$ cat src/rtl/assert_macros.svh
// ----------------------------------------------------------------------------
// Assertion macros
// Shared concurrent assertion helpers for the command unpacker RTL. The
// checks are compiled for simulation and drop out in synthesis.
// ----------------------------------------------------------------------------
`ifndef ASSERT_MACROS_SVH
`define ASSERT_MACROS_SVH

`ifndef SYNTHESIS

// Implication checked on every rising edge outside of reset.
`define ASSERT_CLK(label, clk, rst_n, prop, msg) \
    label: assert property (@(posedge clk) disable iff (!rst_n) (prop)) \
        else $error(msg);

// Condition that must never hold outside of reset.
`define ASSERT_NEVER(label, clk, rst_n, expr, msg) \
    label: assert property (@(posedge clk) disable iff (!rst_n) !(expr)) \
        else $error(msg);

`else

`define ASSERT_CLK(label, clk, rst_n, prop, msg)
`define ASSERT_NEVER(label, clk, rst_n, expr, msg)

`endif

`endif

$ cat src/rtl/pcu_pkg.sv
// ----------------------------------------------------------------------------
// Command unpacker package
// Widths, request codes and the control and status bundles shared by the
// controller and the datapath.
// ----------------------------------------------------------------------------
`timescale 1ns / 1ps

package pcu_pkg;

    localparam int CMD_W             = 8;
    localparam int WORD_W            = 32;
    localparam int CNT_W             = 6;
    localparam int REQ_W             = 2;
    localparam int TABLE_DEPTH       = 256;
    localparam int TBL_AW            = $clog2(TABLE_DEPTH);
    localparam int COMMANDS_PER_WORD = 4;
    localparam int LEFT_W            = $clog2(COMMANDS_PER_WORD + 1);

    typedef logic [CMD_W-1:0]  t_cmd_byte;
    typedef logic [WORD_W-1:0] t_word;
    typedef logic [CNT_W-1:0]  t_count;
    typedef logic [REQ_W-1:0]  t_req;
    typedef logic [TBL_AW-1:0] t_tbl_addr;
    typedef logic [LEFT_W-1:0] t_left;

    // Request kinds.
    localparam t_req REQ_PACKED = 2'd0;
    localparam t_req REQ_DIRECT = 2'd1;
    localparam t_req REQ_LOAD   = 2'd2;

    // Command numbers that have a direct-port address.
    localparam t_cmd_byte DIRECT_FIRST = 8'h10;
    localparam t_cmd_byte DIRECT_LAST  = 8'h72;

    localparam t_left LEFT_FULL = LEFT_W'(COMMANDS_PER_WORD);

    // Controller to datapath.
    typedef struct packed {
        logic tbl_write;    // write the count table from the input fields
        logic start_word;   // open a new packed word
        logic next_param;   // parameter word for the current command
        logic direct_load;  // stage a direct-port entry
        logic look;         // read the table at the current command byte
        logic load_needed;  // latch the table read as the parameter count
        logic emit;         // stage an entry for the current command byte
        logic shift;        // retire the current command byte
        logic flush;        // hand the staged entry out as the last one
    } t_dp_cmd;

    // Datapath to controller.
    typedef struct packed {
        logic geom_en;
        logic direct_ok;
        logic left_zero;
        logic left_one;
        logic emit_cond;
        logic seen_ge_needed;
        logic count_nonzero;
        logic pend_valid;
        logic slot_free;
    } t_dp_status;

endpackage

$ cat src/rtl/pcu_count_table.sv
// ----------------------------------------------------------------------------
// Parameter count table
// 256-entry memory of parameter counts with a valid bit per entry, so that
// entries never written since reset read as zero. Read data is registered.
// ----------------------------------------------------------------------------
`timescale 1ns / 1ps

module pcu_count_table (
    input  logic               i_clk,
    input  logic               i_rst_n,
    input  logic               i_wr_en,
    input  pcu_pkg::t_tbl_addr i_wr_addr,
    input  pcu_pkg::t_count    i_wr_data,
    input  logic               i_rd_en,
    input  pcu_pkg::t_tbl_addr i_rd_addr,
    output pcu_pkg::t_count    o_rd_count
);
    import pcu_pkg::*;

    t_count                 r_mem [TABLE_DEPTH];
    logic [TABLE_DEPTH-1:0] r_vld;
    t_count                 r_rd_data;
    logic                   r_rd_vld;

    always_ff @(posedge i_clk) begin
        if (i_wr_en) begin
            r_mem[i_wr_addr] <= i_wr_data;
        end
        if (i_rd_en) begin
            r_rd_data <= r_mem[i_rd_addr];
        end
    end

    always_ff @(posedge i_clk) begin
        if (!i_rst_n) begin
            r_vld    <= '0;
            r_rd_vld <= 1'b0;
        end else begin
            if (i_wr_en) begin
                r_vld[i_wr_addr] <= 1'b1;
            end
            if (i_rd_en) begin
                r_rd_vld <= r_vld[i_rd_addr];
            end
        end
    end

    assign o_rd_count = r_rd_vld ? r_rd_data : '0;

endmodule

$ cat src/rtl/pcu_ctrl.sv
// ----------------------------------------------------------------------------
// Command unpacker controller
// Sequences table lookups, entry staging and hand-off for each request.
// ----------------------------------------------------------------------------
`timescale 1ns / 1ps

module pcu_ctrl (
    input  logic                i_clk,
    input  logic                i_rst_n,
    input  logic                i_in_valid,
    input  pcu_pkg::t_req       i_req_type,
    input  pcu_pkg::t_dp_status i_status,
    output logic                o_in_ready,
    output pcu_pkg::t_dp_cmd    o_cmd
);
    import pcu_pkg::*;

    localparam logic [2:0] S_IDLE  = 3'd0;
    localparam logic [2:0] S_LOOK  = 3'd1;
    localparam logic [2:0] S_LOAD  = 3'd2;
    localparam logic [2:0] S_ITER  = 3'd3;
    localparam logic [2:0] S_FLUSH = 3'd4;

    logic [2:0] r_state;
    logic [2:0] n_state;
    logic       w_accept;

    assign o_in_ready = (r_state == S_IDLE);
    assign w_accept   = o_in_ready && i_in_valid;

    always_comb begin
        n_state = r_state;
        o_cmd   = '0;
        case (r_state)
            S_IDLE: begin
                if (w_accept) begin
                    case (i_req_type)
                        REQ_LOAD: begin
                            o_cmd.tbl_write = 1'b1;
                        end
                        REQ_PACKED: begin
                            if (i_status.geom_en) begin
                                if (i_status.left_zero) begin
                                    o_cmd.start_word = 1'b1;
                                    n_state          = S_LOOK;
                                end else begin
                                    o_cmd.next_param = 1'b1;
                                    n_state          = S_ITER;
                                end
                            end
                        end
                        REQ_DIRECT: begin
                            if (i_status.geom_en && i_status.direct_ok) begin
                                o_cmd.direct_load = 1'b1;
                                n_state           = S_FLUSH;
                            end
                        end
                        default: begin
                            n_state = S_IDLE;
                        end
                    endcase
                end
            end
            S_LOOK: begin
                o_cmd.look = 1'b1;
                n_state    = S_LOAD;
            end
            S_LOAD: begin
                // A command that needs parameters waits for the next words.
                o_cmd.load_needed = 1'b1;
                n_state           = i_status.count_nonzero ? S_FLUSH : S_ITER;
            end
            S_ITER: begin
                if (!(i_status.emit_cond && i_status.pend_valid && !i_status.slot_free)) begin
                    o_cmd.emit = i_status.emit_cond;
                    if (i_status.seen_ge_needed) begin
                        o_cmd.shift = 1'b1;
                        n_state     = i_status.left_one ? S_FLUSH : S_LOOK;
                    end else begin
                        n_state = S_FLUSH;
                    end
                end
            end
            S_FLUSH: begin
                if (!i_status.pend_valid) begin
                    n_state = S_IDLE;
                end else if (i_status.slot_free) begin
                    o_cmd.flush = 1'b1;
                    n_state     = S_IDLE;
                end
            end
            default: begin
                n_state = S_IDLE;
            end
        endcase
    end

    always_ff @(posedge i_clk) begin
        if (!i_rst_n) begin
            r_state <= S_IDLE;
        end else begin
            r_state <= n_state;
        end
    end

endmodule

$ cat src/rtl/pcu_datapath.sv
// ----------------------------------------------------------------------------
// Command unpacker datapath
// Holds the packed word, the parameter bookkeeping, the staged entry, the
// output register, the enable register and the count table.
// ----------------------------------------------------------------------------
`timescale 1ns / 1ps

module pcu_datapath (
    input  logic                i_clk,
    input  logic                i_rst_n,
    input  pcu_pkg::t_dp_cmd    i_cmd,
    input  logic                i_cfg_valid,
    input  logic                i_cfg_data,
    input  pcu_pkg::t_cmd_byte  i_command_index,
    input  pcu_pkg::t_word      i_word,
    input  pcu_pkg::t_count     i_param_count,
    input  logic                i_out_ready,
    output pcu_pkg::t_dp_status o_status,
    output logic                o_out_valid,
    output pcu_pkg::t_cmd_byte  o_command,
    output pcu_pkg::t_word      o_param,
    output logic                o_last
);
    import pcu_pkg::*;

    logic      r_geom_en;
    t_word     r_word;
    t_word     r_val;
    t_left     r_left;
    t_count    r_seen;
    t_count    r_needed;
    logic      r_pend_valid;
    t_cmd_byte r_pend_cmd;
    t_word     r_pend_param;
    logic      r_out_valid;
    t_cmd_byte r_out_cmd;
    t_word     r_out_param;
    logic      r_out_last;

    t_count    w_rd_count;
    logic      w_push;
    logic      w_direct_ok;

    pcu_count_table u_table (
        .i_clk      (i_clk),
        .i_rst_n    (i_rst_n),
        .i_wr_en    (i_cmd.tbl_write),
        .i_wr_addr  (i_command_index),
        .i_wr_data  (i_param_count),
        .i_rd_en    (i_cmd.look),
        .i_rd_addr  (r_word[CMD_W-1:0]),
        .o_rd_count (w_rd_count)
    );

    always_comb begin
        w_direct_ok = i_command_index inside {[DIRECT_FIRST:DIRECT_LAST]};
    end

    // A new entry pushes the previously staged one out; a flush pushes it as last.
    assign w_push = (i_cmd.emit && r_pend_valid) || i_cmd.flush;

    always_ff @(posedge i_clk) begin
        if (!i_rst_n) begin
            r_geom_en    <= 1'b1;
            r_word       <= '0;
            r_left       <= '0;
            r_seen       <= '0;
            r_needed     <= '0;
            r_pend_valid <= 1'b0;
            r_out_valid  <= 1'b0;
        end else begin
            if (i_cfg_valid) begin
                r_geom_en <= i_cfg_data;
            end
            if (i_cmd.start_word) begin
                r_word <= i_word;
                r_left <= LEFT_FULL;
                r_seen <= '0;
            end else if (i_cmd.next_param) begin
                r_seen <= r_seen + 1'b1;
            end else if (i_cmd.shift) begin
                r_word <= r_word >> CMD_W;
                r_left <= r_left - 1'b1;
                r_seen <= '0;
            end
            if (i_cmd.load_needed) begin
                r_needed <= w_rd_count;
            end
            if (i_cmd.direct_load || i_cmd.emit) begin
                r_pend_valid <= 1'b1;
            end else if (i_cmd.flush) begin
                r_pend_valid <= 1'b0;
            end
            if (w_push) begin
                r_out_valid <= 1'b1;
            end else if (i_out_ready) begin
                r_out_valid <= 1'b0;
            end
        end
    end

    always_ff @(posedge i_clk) begin
        if (i_cmd.start_word || i_cmd.next_param) begin
            r_val <= i_word;
        end
        if (i_cmd.direct_load) begin
            r_pend_cmd   <= i_command_index;
            r_pend_param <= i_word;
        end else if (i_cmd.emit) begin
            r_pend_cmd   <= r_word[CMD_W-1:0];
            r_pend_param <= r_val;
        end
        if (w_push) begin
            r_out_cmd   <= r_pend_cmd;
            r_out_param <= r_pend_param;
            r_out_last  <= i_cmd.flush;
        end
    end

    always_comb begin
        o_status.geom_en        = r_geom_en;
        o_status.direct_ok      = w_direct_ok;
        o_status.left_zero      = (r_left == '0);
        o_status.left_one       = (r_left == t_left'(1));
        o_status.emit_cond      = (r_word[CMD_W-1:0] != '0)
                                  || ((r_left == LEFT_FULL) && (r_word == '0));
        o_status.seen_ge_needed = (r_seen >= r_needed);
        o_status.count_nonzero  = (w_rd_count != '0);
        o_status.pend_valid     = r_pend_valid;
        o_status.slot_free      = !r_out_valid || i_out_ready;
    end

    assign o_out_valid = r_out_valid;
    assign o_command   = r_out_cmd;
    assign o_param     = r_out_param;
    assign o_last      = r_out_last;

endmodule

$ cat src/rtl/packed_command_unpacker.sv
// ----------------------------------------------------------------------------
// Packed command unpacker
// Turns packed and direct geometry command port writes into command FIFO
// entries of a command byte and a 32-bit parameter.
// ----------------------------------------------------------------------------
`timescale 1ns / 1ps

// A packed word carries four command bytes, lowest first; each command takes
// its parameter count from a 256-entry table that is loaded through request
// kind 2 and reads as zero for entries not loaded since reset. A command with
// no parameters produces one entry at once carrying the current word; a
// command with parameters produces one entry per following parameter word.
// Zero command bytes are skipped, but an all-zero packed word gives a single
// command 0 entry. A direct-port write of command 0x10 to 0x72 gives one entry.
// Packed and direct writes are ignored while the enable register is zero.
// The o_last flag marks the final entry caused by an input transfer. A table
// load or an ignored request ends in its accept step; a direct write has an
// accept step and a closing step. A packed transfer has an accept step and a
// closing step, and between them a table lookup for each command it reaches,
// through the registered read of the count table, and the passes of the unpack
// step, which stages at most one entry and retires at most one command byte.
// A fresh word of four parameterless commands is the longest case. The staged
// entry and the output register hold two finished entries between them, so a
// waiting downstream stalls the unpacker only when both are occupied and
// another entry has to move. The enable register can be written at any time
// through the configuration channel and is never back-pressured; a write
// affects the requests accepted after it.

module packed_command_unpacker (
    input  logic               i_clk,
    input  logic               i_rst_n,
    input  logic               i_in_valid,
    output logic               o_in_ready,
    input  pcu_pkg::t_req      i_req_type,
    input  pcu_pkg::t_cmd_byte i_command_index,
    input  pcu_pkg::t_word     i_word,
    input  pcu_pkg::t_count    i_param_count,
    output logic               o_out_valid,
    input  logic               i_out_ready,
    output pcu_pkg::t_cmd_byte o_command,
    output pcu_pkg::t_word     o_param,
    output logic               o_last,
    input  logic               i_cfg_valid,
    output logic               o_cfg_ready,
    input  logic               i_cfg_data
);
    import pcu_pkg::*;

    `include "assert_macros.svh"

    t_dp_cmd    w_cmd;
    t_dp_status w_status;
    logic       w_emit_push;
    logic       w_flush_ok;

    // The enable register accepts a configuration transfer every cycle.
    assign o_cfg_ready = 1'b1;

    pcu_ctrl u_ctrl (
        .i_clk      (i_clk),
        .i_rst_n    (i_rst_n),
        .i_in_valid (i_in_valid),
        .i_req_type (i_req_type),
        .i_status   (w_status),
        .o_in_ready (o_in_ready),
        .o_cmd      (w_cmd)
    );

    pcu_datapath u_datapath (
        .i_clk           (i_clk),
        .i_rst_n         (i_rst_n),
        .i_cmd           (w_cmd),
        .i_cfg_valid     (i_cfg_valid),
        .i_cfg_data      (i_cfg_data),
        .i_command_index (i_command_index),
        .i_word          (i_word),
        .i_param_count   (i_param_count),
        .i_out_ready     (i_out_ready),
        .o_status        (w_status),
        .o_out_valid     (o_out_valid),
        .o_command       (o_command),
        .o_param         (o_param),
        .o_last          (o_last)
    );

    // A new entry that lands on a staged one pushes the older entry out.
    assign w_emit_push = w_cmd.emit && w_status.pend_valid;
    // A flush needs a real staged entry and a free output register.
    assign w_flush_ok  = w_status.pend_valid && w_status.slot_free;

    // Staging a new entry over a full one may only happen when the output
    // register can take the older entry.
    `ASSERT_CLK(a_emit_slot, i_clk, i_rst_n, w_emit_push |-> w_status.slot_free, "emit blocked")

    // A flush always moves a real staged entry into a free output register.
    `ASSERT_CLK(a_flush_ok, i_clk, i_rst_n, w_cmd.flush |-> w_flush_ok, "bad flush")

    // Every input transfer finishes with its staged entry handed out.
    `ASSERT_NEVER(a_idle_clean, i_clk, i_rst_n, o_in_ready && w_status.pend_valid, "stale entry")

endmodule
$ cat config.mk
export PLATFORM = sky130hd
export DESIGN_NAME = packed_command_unpacker
export DESIGN_NICKNAME = d
export VERILOG_FILES = /design/src/rtl/pcu_pkg.sv /design/src/rtl/pcu_count_table.sv /design/src/rtl/pcu_ctrl.sv /design/src/rtl/pcu_datapath.sv /design/src/rtl/packed_command_unpacker.sv
export VERILOG_INCLUDE_DIRS = /design/src /design/src/rtl
export SDC_FILE = /design/constraint.sdc
export NUM_CORES = 2
export LEC_CHECK = 0
export BUFFER_PORTS_ARGS = -buffer_cell sky130_fd_sc_hd__buf_4
export CORE_MARGIN = 8
export CORE_UTILIZATION = 60
export CTS_BUF_LIST = sky130_fd_sc_hd__clkbuf_16
export CTS_CLUSTER_SIZE = 14
export DETAILED_ROUTE_END_ITERATION = 12
export PLACE_DENSITY_LB_ADDON = 0.25
export SETUP_SLACK_MARGIN = 0.1
export SYNTH_ARGS = -nofsm -noshare
export SYNTH_HDL_FRONTEND = slang
export SYNTH_SLANG_ARGS = --single-unit
$ cat constraint.sdc
create_clock -name i_clk -period 7.21 [get_ports i_clk]
set_input_delay 1.0815 -clock i_clk [delete_from_list [all_inputs] [get_ports i_clk]]
set_output_delay 1.0815 -clock i_clk [all_outputs]
set_load 0.02 [all_outputs]
After elaboration in Yosys (flattened, before gate mapping)
Memories as Yosys holds them, arrays and structs flattened. A register that Yosys moved wholly into a read port is not among the register bits.
Cells that the tools add are included.
{ "totals": {"ramBits": 1536, "word_cells": 126, "reg_bits": 423, "input_bits": 54, "out_inout_bits": 44, "memories": 1} }
{ "classes": {"n_mux": 52, "add_sub_neg": 2, "eq_ne": 15, "bitwise": 3, "magnitude_cmp": 6, "reduce_logical": 30} }
{ "mem_list": {"columns": ["memory", "words", "width", "read_ports", "rd_ports_with_merged_regs", "write_ports", "line_no", "source"], "rows": [
  ["u_datapath.u_table.r_mem", 256, 6, 1, 1, 1, "pcu_count_table.sv:20", "t_count r_mem [TABLE_DEPTH];"]
]} }
{ "ops": {"columns": ["op", "count"], "rows": [
  ["$or A256 B256 Y256", 1],
  ["$mux W32", 5],
  ["$mux W3", 12],
  ["$logic_not A32 Y1", 1],
  ["$mux W1", 19],
  ["$lt A8 B9 Y1 const B", 2],
  ["$mux W6", 3],
  ["$mux W8", 2],
  ["$pmux W3 S5", 1],
  ["$mux W2", 5],
  ["$reduce_bool A2 Y1", 5],
  ["$pmux W3 S3", 1],
  ["$bmux W1 S8", 1],
  ["$demux W1 S8", 1],
  ["$ge A8 B1 Y1 const B", 1],
  ["$ge A8 B5 Y1 const B", 1],
  ["$le A8 B7 Y1 const B", 1],
  ["$logic_and A1 B1 Y1", 8],
  ["$mux W4", 2],
  ["$reduce_bool A8 Y1", 1],
  ["$add A6 B1 Y6 const B", 1],
  ["$eq A3 B1 Y1 const B", 2],
  ["$eq A3 B2 Y1 const B", 2],
  ["$eq A3 B3 Y1 const B", 2],
  ["other kinds (17)", 28]
]} }

Longest topological paths before layout
{ "depth": {"ltp_word": 10, "mapped_depth": 14, "ltp_nobuf": 10} }

Modules after synthesis
From an unflattened synthesis, not the netlist that was laid out.
{ "hier_totals": {"hier_cells": 3982, "area_unflattened_um2": 75590.0} }
{ "by_module_without_submodules": {"columns": ["module", "n_inst", "area_each_um2", "seq_area_each_um2", "cells_per_inst"], "rows": [
  ["pcu_count_table", 1, 68688.4, 51449.3, 3510],
  ["pcu_datapath", 1, 6546.3, 4394.2, 426],
  ["pcu_ctrl", 1, 344.1, 60.1, 44],
  ["packed_command_unpacker", 1, 11.3, 0.0, 2]
]} }

Worst setup path after synthesis
OpenSTA, ideal clock, no wires.
{ "synth_path": {"kind": "reg-to-reg", "start": "register u_datapath.r_word[0]", "end": "register u_datapath.r_out_cmd[0] (netlist: u_datapath.o_command[0]), enable pin", "setup_ps": 455, "slack_ps": 2951, "period_less_slack_ps": 4259, "stages_incl_launch_ff": 13, "arrival_time_ps": 3805, "n_path_buf": 5, "t_required_ps": 6755, "cell_sequence": "dfxtp_1 > buf_2 > buf_6 > buf_6 > buf_4 > buf_4 > nor2_1 > nand2_1 > nor4_1 > o21ai_0 > nor2b_1 > nand2_1 > a21oi_1"} }
{ "synth_via": {"elab_chain_len": 9, "elab_cells_between_ends": 10, "classes_between": "2 x mux; 8 x reduce/logical"} }
{ "synth_rtl": {"columns": ["item", "line_no", "source"], "rows": [
  ["from (decl)", "pcu_datapath.sv:27", "t_word r_word;"],
  ["from (signal assigned)", "pcu_datapath.sv:76", "r_word <= i_word;"],
  ["from (signal assigned)", "pcu_datapath.sv:82", "r_word <= r_word >> CMD_W;"],
  ["$logic_not A32 Y1", "pcu_datapath.sv:126", "|| ((r_left == LEFT_FULL) && (r_word == '0));"],
  ["$logic_and A1 B1 Y1", "pcu_datapath.sv:126", null],
  ["$logic_or A1 B1 Y1 *", "pcu_datapath.sv:126", null],
  ["$logic_and A1 B1 Y1 (2 in a row)", "pcu_ctrl.sv:74", "if (!(i_status.emit_cond && i_status.pend_valid && !i_status.slot_free)) begin"],
  ["$mux W2 *", "pcu_ctrl.sv:74", null],
  ["$mux W2 *", "pcu_ctrl.sv:34", "case (r_state)"],
  ["$logic_and A1 B1 Y1 *", "pcu_datapath.sv:60", "assign w_push = (i_cmd.emit && r_pend_valid) || i_cmd.flush;"],
  ["$logic_or A1 B1 Y1 *", "pcu_datapath.sv:60", null],
  ["named net u_datapath.w_push", "pcu_datapath.sv:41", "logic w_push;"],
  ["to (signal assigned)", "pcu_datapath.sv:114", "r_out_cmd <= r_pend_cmd;"],
  ["to (decl)", "pcu_datapath.sv:36", "t_cmd_byte r_out_cmd;"]
]} }
Mark *: on every way through the listed nets, which the timed path passes. The rest lies on a longest branch.
A chain may end at the register's enable or synchronous reset.

Final worst setup path
{ "layout_path": {"start": "register u_ctrl.r_state[0]", "end": "memory u_datapath.u_table.r_mem[213][5] (netlist bit), enable pin"} }
{ "layout_via": {"elab_chain_len": 6} }
{ "layout_rtl": {"columns": ["item", "line_no", "source"], "rows": [
  ["from (decl)", "pcu_ctrl.sv:24", "logic [2:0] r_state;"],
  ["from (signal assigned)", "pcu_ctrl.sv:102", "r_state <= n_state;"],
  ["$logic_not A3 Y1 *", "pcu_ctrl.sv:28, pcu_ctrl.sv:34", null],
  ["$logic_and A1 B1 Y1", "pcu_ctrl.sv:29", "assign w_accept = o_in_ready && i_in_valid;"],
  ["$mux W4", "pcu_ctrl.sv:36", "if (w_accept) begin"],
  ["$mux W4 *", "pcu_ctrl.sv:34", null],
  ["$mux W1 *", "pcu_count_table.sv:26", "if (i_wr_en) begin"],
  ["$mux W1 (implied by the code) *", "pcu_count_table.sv:27", "r_mem[i_wr_addr] <= i_wr_data;"],
  ["to (decl)", "pcu_count_table.sv:20", null]
]} }
Mark *: on every way between the ends. The rest lies on a longest branch, timed or not.

==> impl_metrics.ini <==
[grt]
grt_usage_pct = 25.6
grt_pass1_vias = 38000
grt_max_degree = 157
antenna_found_initial = 3
grt_first_pass_wirelength_um = 258000
overflow = 0

[yosys]
syn_area_mm2 = 0.0757
ys_seq_area_share_pct = 73.8
syn-num-nets = 3939
synth_top_flop_cell = edfxtp_1
ys_seq_elements = 1965
async_reset_ff_share_pct = 0
yosysTopAreaCell = edfxtp_1
synth_warnings = 0
synth_area_leaders = edfxtp_1 66%, mux4_2 15%, dfxtp_1 8.2%, o21a_1 2.6%, mux2i_1 1.9%
syn_area_per_cell_um2 = 19.5
synth_cell_types = 52
synth_top_area_share_pct = 65.6
synth_edf_count = 1655
synth_cells = 3875

[place]
hpwl_um = 102000
place_ws_ns = 2.84
place.gp.congestion = 0.835
portBuffers = 96

[setup_path]
crit_type = flip-flop to flip-flop
critPathLaunchType = flip-flop
cp_cell_sequence = nor3_1 > nand4b_1 > nor3b_1 > nand3_1 > nor2_1
critical_path_buf_inv_count = 0
critical-path-top-delay-family = simple AND/OR/NAND/NOR gates
critical_path_arrival_ns = 4.80
crit_slowest_cell = nand3_1
cpPeakStageDelay_ns = 0.88
critPathMaxFanout = 16
crit_required_ns = 7.64
cp-end-kind = flip-flop

[power_and_ir_drop]
ir_drop_v = 0.000229
power.density_mw_per_mm2 = 271
leakage_nw = 26.8

[floorplanning]
pin_count = 98
die_area_mm2 = 0.138
die_w_um = 371
die_h_um = 371
initial_utilization_pct = 60.4
core_mm2 = 0.125
row_count = 130

[clocking]
cts-root-buf = clkbuf_16
htreeDepth = 4
cts.path.max_buffers = 3
clk_latency_ns = 0.81
cts-buffers-inserted = 186
postCtsResizedCells = 0
post_cts.repair.setup_buffers = 0
hold_buffers = 0
cts_tree = yes
path_clk_slew_ns = 0.06
cts_sinks = 1965

[timing]
fin_setup_tns_ns = 0
relSlewSlack_pct = 16.1
period_share_pct = 60.6
rsz0062_at_grt = no
max_clock_freq_mhz = 229
hold_viol = 0
max_slew.worst_pin.slew_ns = 1.26
report.final.slew_viol_count = 0
skew_ns = 0.0213
setup_violations = 0
period_needed_ns = 4.37
layout_setup_ws_ns = 2.84

[detailed_routing]
viasPerCell = 6.62
ant_nets = 0
wl_met2_um = 82700
drc_errors = 0
highest_layer = met4
met1_length_um = 70200
first_pass_iters = 5
routed_wl_um = 176000
vias = 38300
avgRoutedWirePerCell_um = 30.4
drt_iter0_markers = 4567
met3_length_um = 17400

[run_status]
outcome = complete, no violations

[worst_hold_path]
worst_hold_path_type = flip-flop to flip-flop

[run]
cap_violations = 0

[finish]
layout-drive-gt1-share_pct = 23.2
multi_input_area_mm2 = 0.0187
finalNetCount = 4033
syn_to_final_growth_pct = 10.9
nFillCells = 7803
regArea_mm2 = 0.0559
-- stage by stage --
step	cells	total power, mW	utilization (%)	instance area, um2	hold WS (ns)
after floorplan	3875	13.2	-	75700	0.400
after detailed placement	5431	13.6	62.2	78000	0.405
after global routing	5784	23.4	66.9	84000	0.423
final	5785	22.8	67.0	84000	0.418
after CTS	5784	22.9	66.9	84000	0.419
after global placement	5431	13.6	62.2	78000	0.400
-- synthesized netlist by cell type (4+ instances only) --
master / count
nor3b_1: 5
clkbuf_1: 141
mux2i_1: 143
nand2b_1: 9
a21oi_1: 87
nor4_1: 12
a21boi_0: 15
and3_1: 4
nand4_1: 6
or2_2: 5
nand2_1: 65
inv_1: 13
dfxtp_1: 310
o21ai_0: 40
mux4_2: 497
o22ai_1: 12
ha_1: 10
buf_2: 40
nor2_1: 281
buf_1: 26
mux2_2: 35
buf_6: 16
nand3_1: 36
edfxtp_1: 1655
o21a_1: 258
or4_1: 7
nor3_1: 28
a21o_1: 5
buf_4: 21
nor2b_1: 17
o221ai_1: 45
-- area by class of cell --
cell class / count / area share (%)
sequential: 1965 / 66.6
multi-input combinational: 1652 / 22.3
clock buffer: 195 / 5.81
tap: 1650 / 2.46
timing repair buffer: 150 / 1.57
clock inverter: 158 / 1.23
inverter: 14 / 0.0685
antenna: 1 / 0.00298
-- path summary, 6_finish.rpt --
| path | start | endpoint | slack, ns | depth (start not counted) |
|---|---|---|---|---|
| max | u_ctrl.r_state[0]$_SDFFE_PN0P_ | u_datapath.u_table.r_mem[213][5]$_DFFE_PP_ | 2.84 | 5 |
| min | u_datapath.r_pend_param[14]$_DFFE_PP_ | u_datapath.o_param[14]$_DFFE_PP_ | 0.42 | 0 |
| max reg2reg | u_ctrl.r_state[0]$_SDFFE_PN0P_ | u_datapath.u_table.r_mem[213][5]$_DFFE_PP_ | 2.84 | 5 |
| min reg2reg | u_datapath.r_pend_param[14]$_DFFE_PP_ | u_datapath.o_param[14]$_DFFE_PP_ | 0.42 | 0 |
-- where the power goes --
group          internal, mW  leakage [nW]  switching, mW
sequential             12.3          17.4         0.0367
combinational         0.370          6.26          0.648
clock                  5.33          3.12           4.08
total                  18.0          26.8           4.76
-- worst register-to-register path: stages (launching register included) --
cell and delay (ns):
dfxtp_1 0.38, nor3_1 0.64, nand4b_1 0.50, nor3b_1 0.75
nand3_1 0.89, nor2_1 0.85
-- state kept, by name, summed over array words and instances (netlist names), 3 cells and up --
register / count
u_datapath.r_left: 3
u_datapath.o_command: 8
u_datapath.r_val: 32
u_datapath.r_word: 32
u_ctrl.r_state: 3
u_datapath.o_param: 32
u_datapath.u_table.r_mem: 1536
u_datapath.r_pend_cmd: 8
u_datapath.r_needed: 6
u_datapath.u_table.r_rd_data: 6
u_datapath.r_pend_param: 32
u_datapath.u_table.r_vld: 256
u_datapath.r_seen: 6
-- cells in the final DEF, fill, tap and decap left out, types with 28 or more instances in the layout --
| master | count |
|---|---|
| edfxtp_1 | 1655 |
| mux4_2 | 497 |
| dfxtp_1 | 305 |
| nor2_1 | 281 |
| o21a_1 | 258 |
| clkbuf_16 | 195 |
| mux2i_1 | 143 |
| buf_4 | 131 |
| a21oi_1 | 86 |
| inv_1 | 77 |
| nand2_1 | 56 |
| o221ai_1 | 45 |
| clkinv_1 | 45 |
| o21ai_0 | 40 |
| mux2_2 | 35 |
| nand3_1 | 30 |
| nor3_1 | 28 |
-- per-layer routing --
layer	up-vias	track usage [%]
li1	16000	-
met1	20100	36.7
met3	298	5.94
met2	1981	39.4
met4	0	8.25
met5	-	0
-- cells by family after synthesis --
family | after synthesis | share of synthesized area [%]
XOR/XNOR | 2 | 0.0231
adder cells (fa/ha/maj) | 10 | 0.165
flip-flops | 1965 | 73.8
other | 1 | 0.00495
buffers and inverters | 258 | 1.61
AND/OR/NAND/NOR | 483 | 2.78
multiplexers | 675 | 17.2
AO/OA/AOI/OAI | 481 | 4.41
Power figures use the tool's default switching activity.
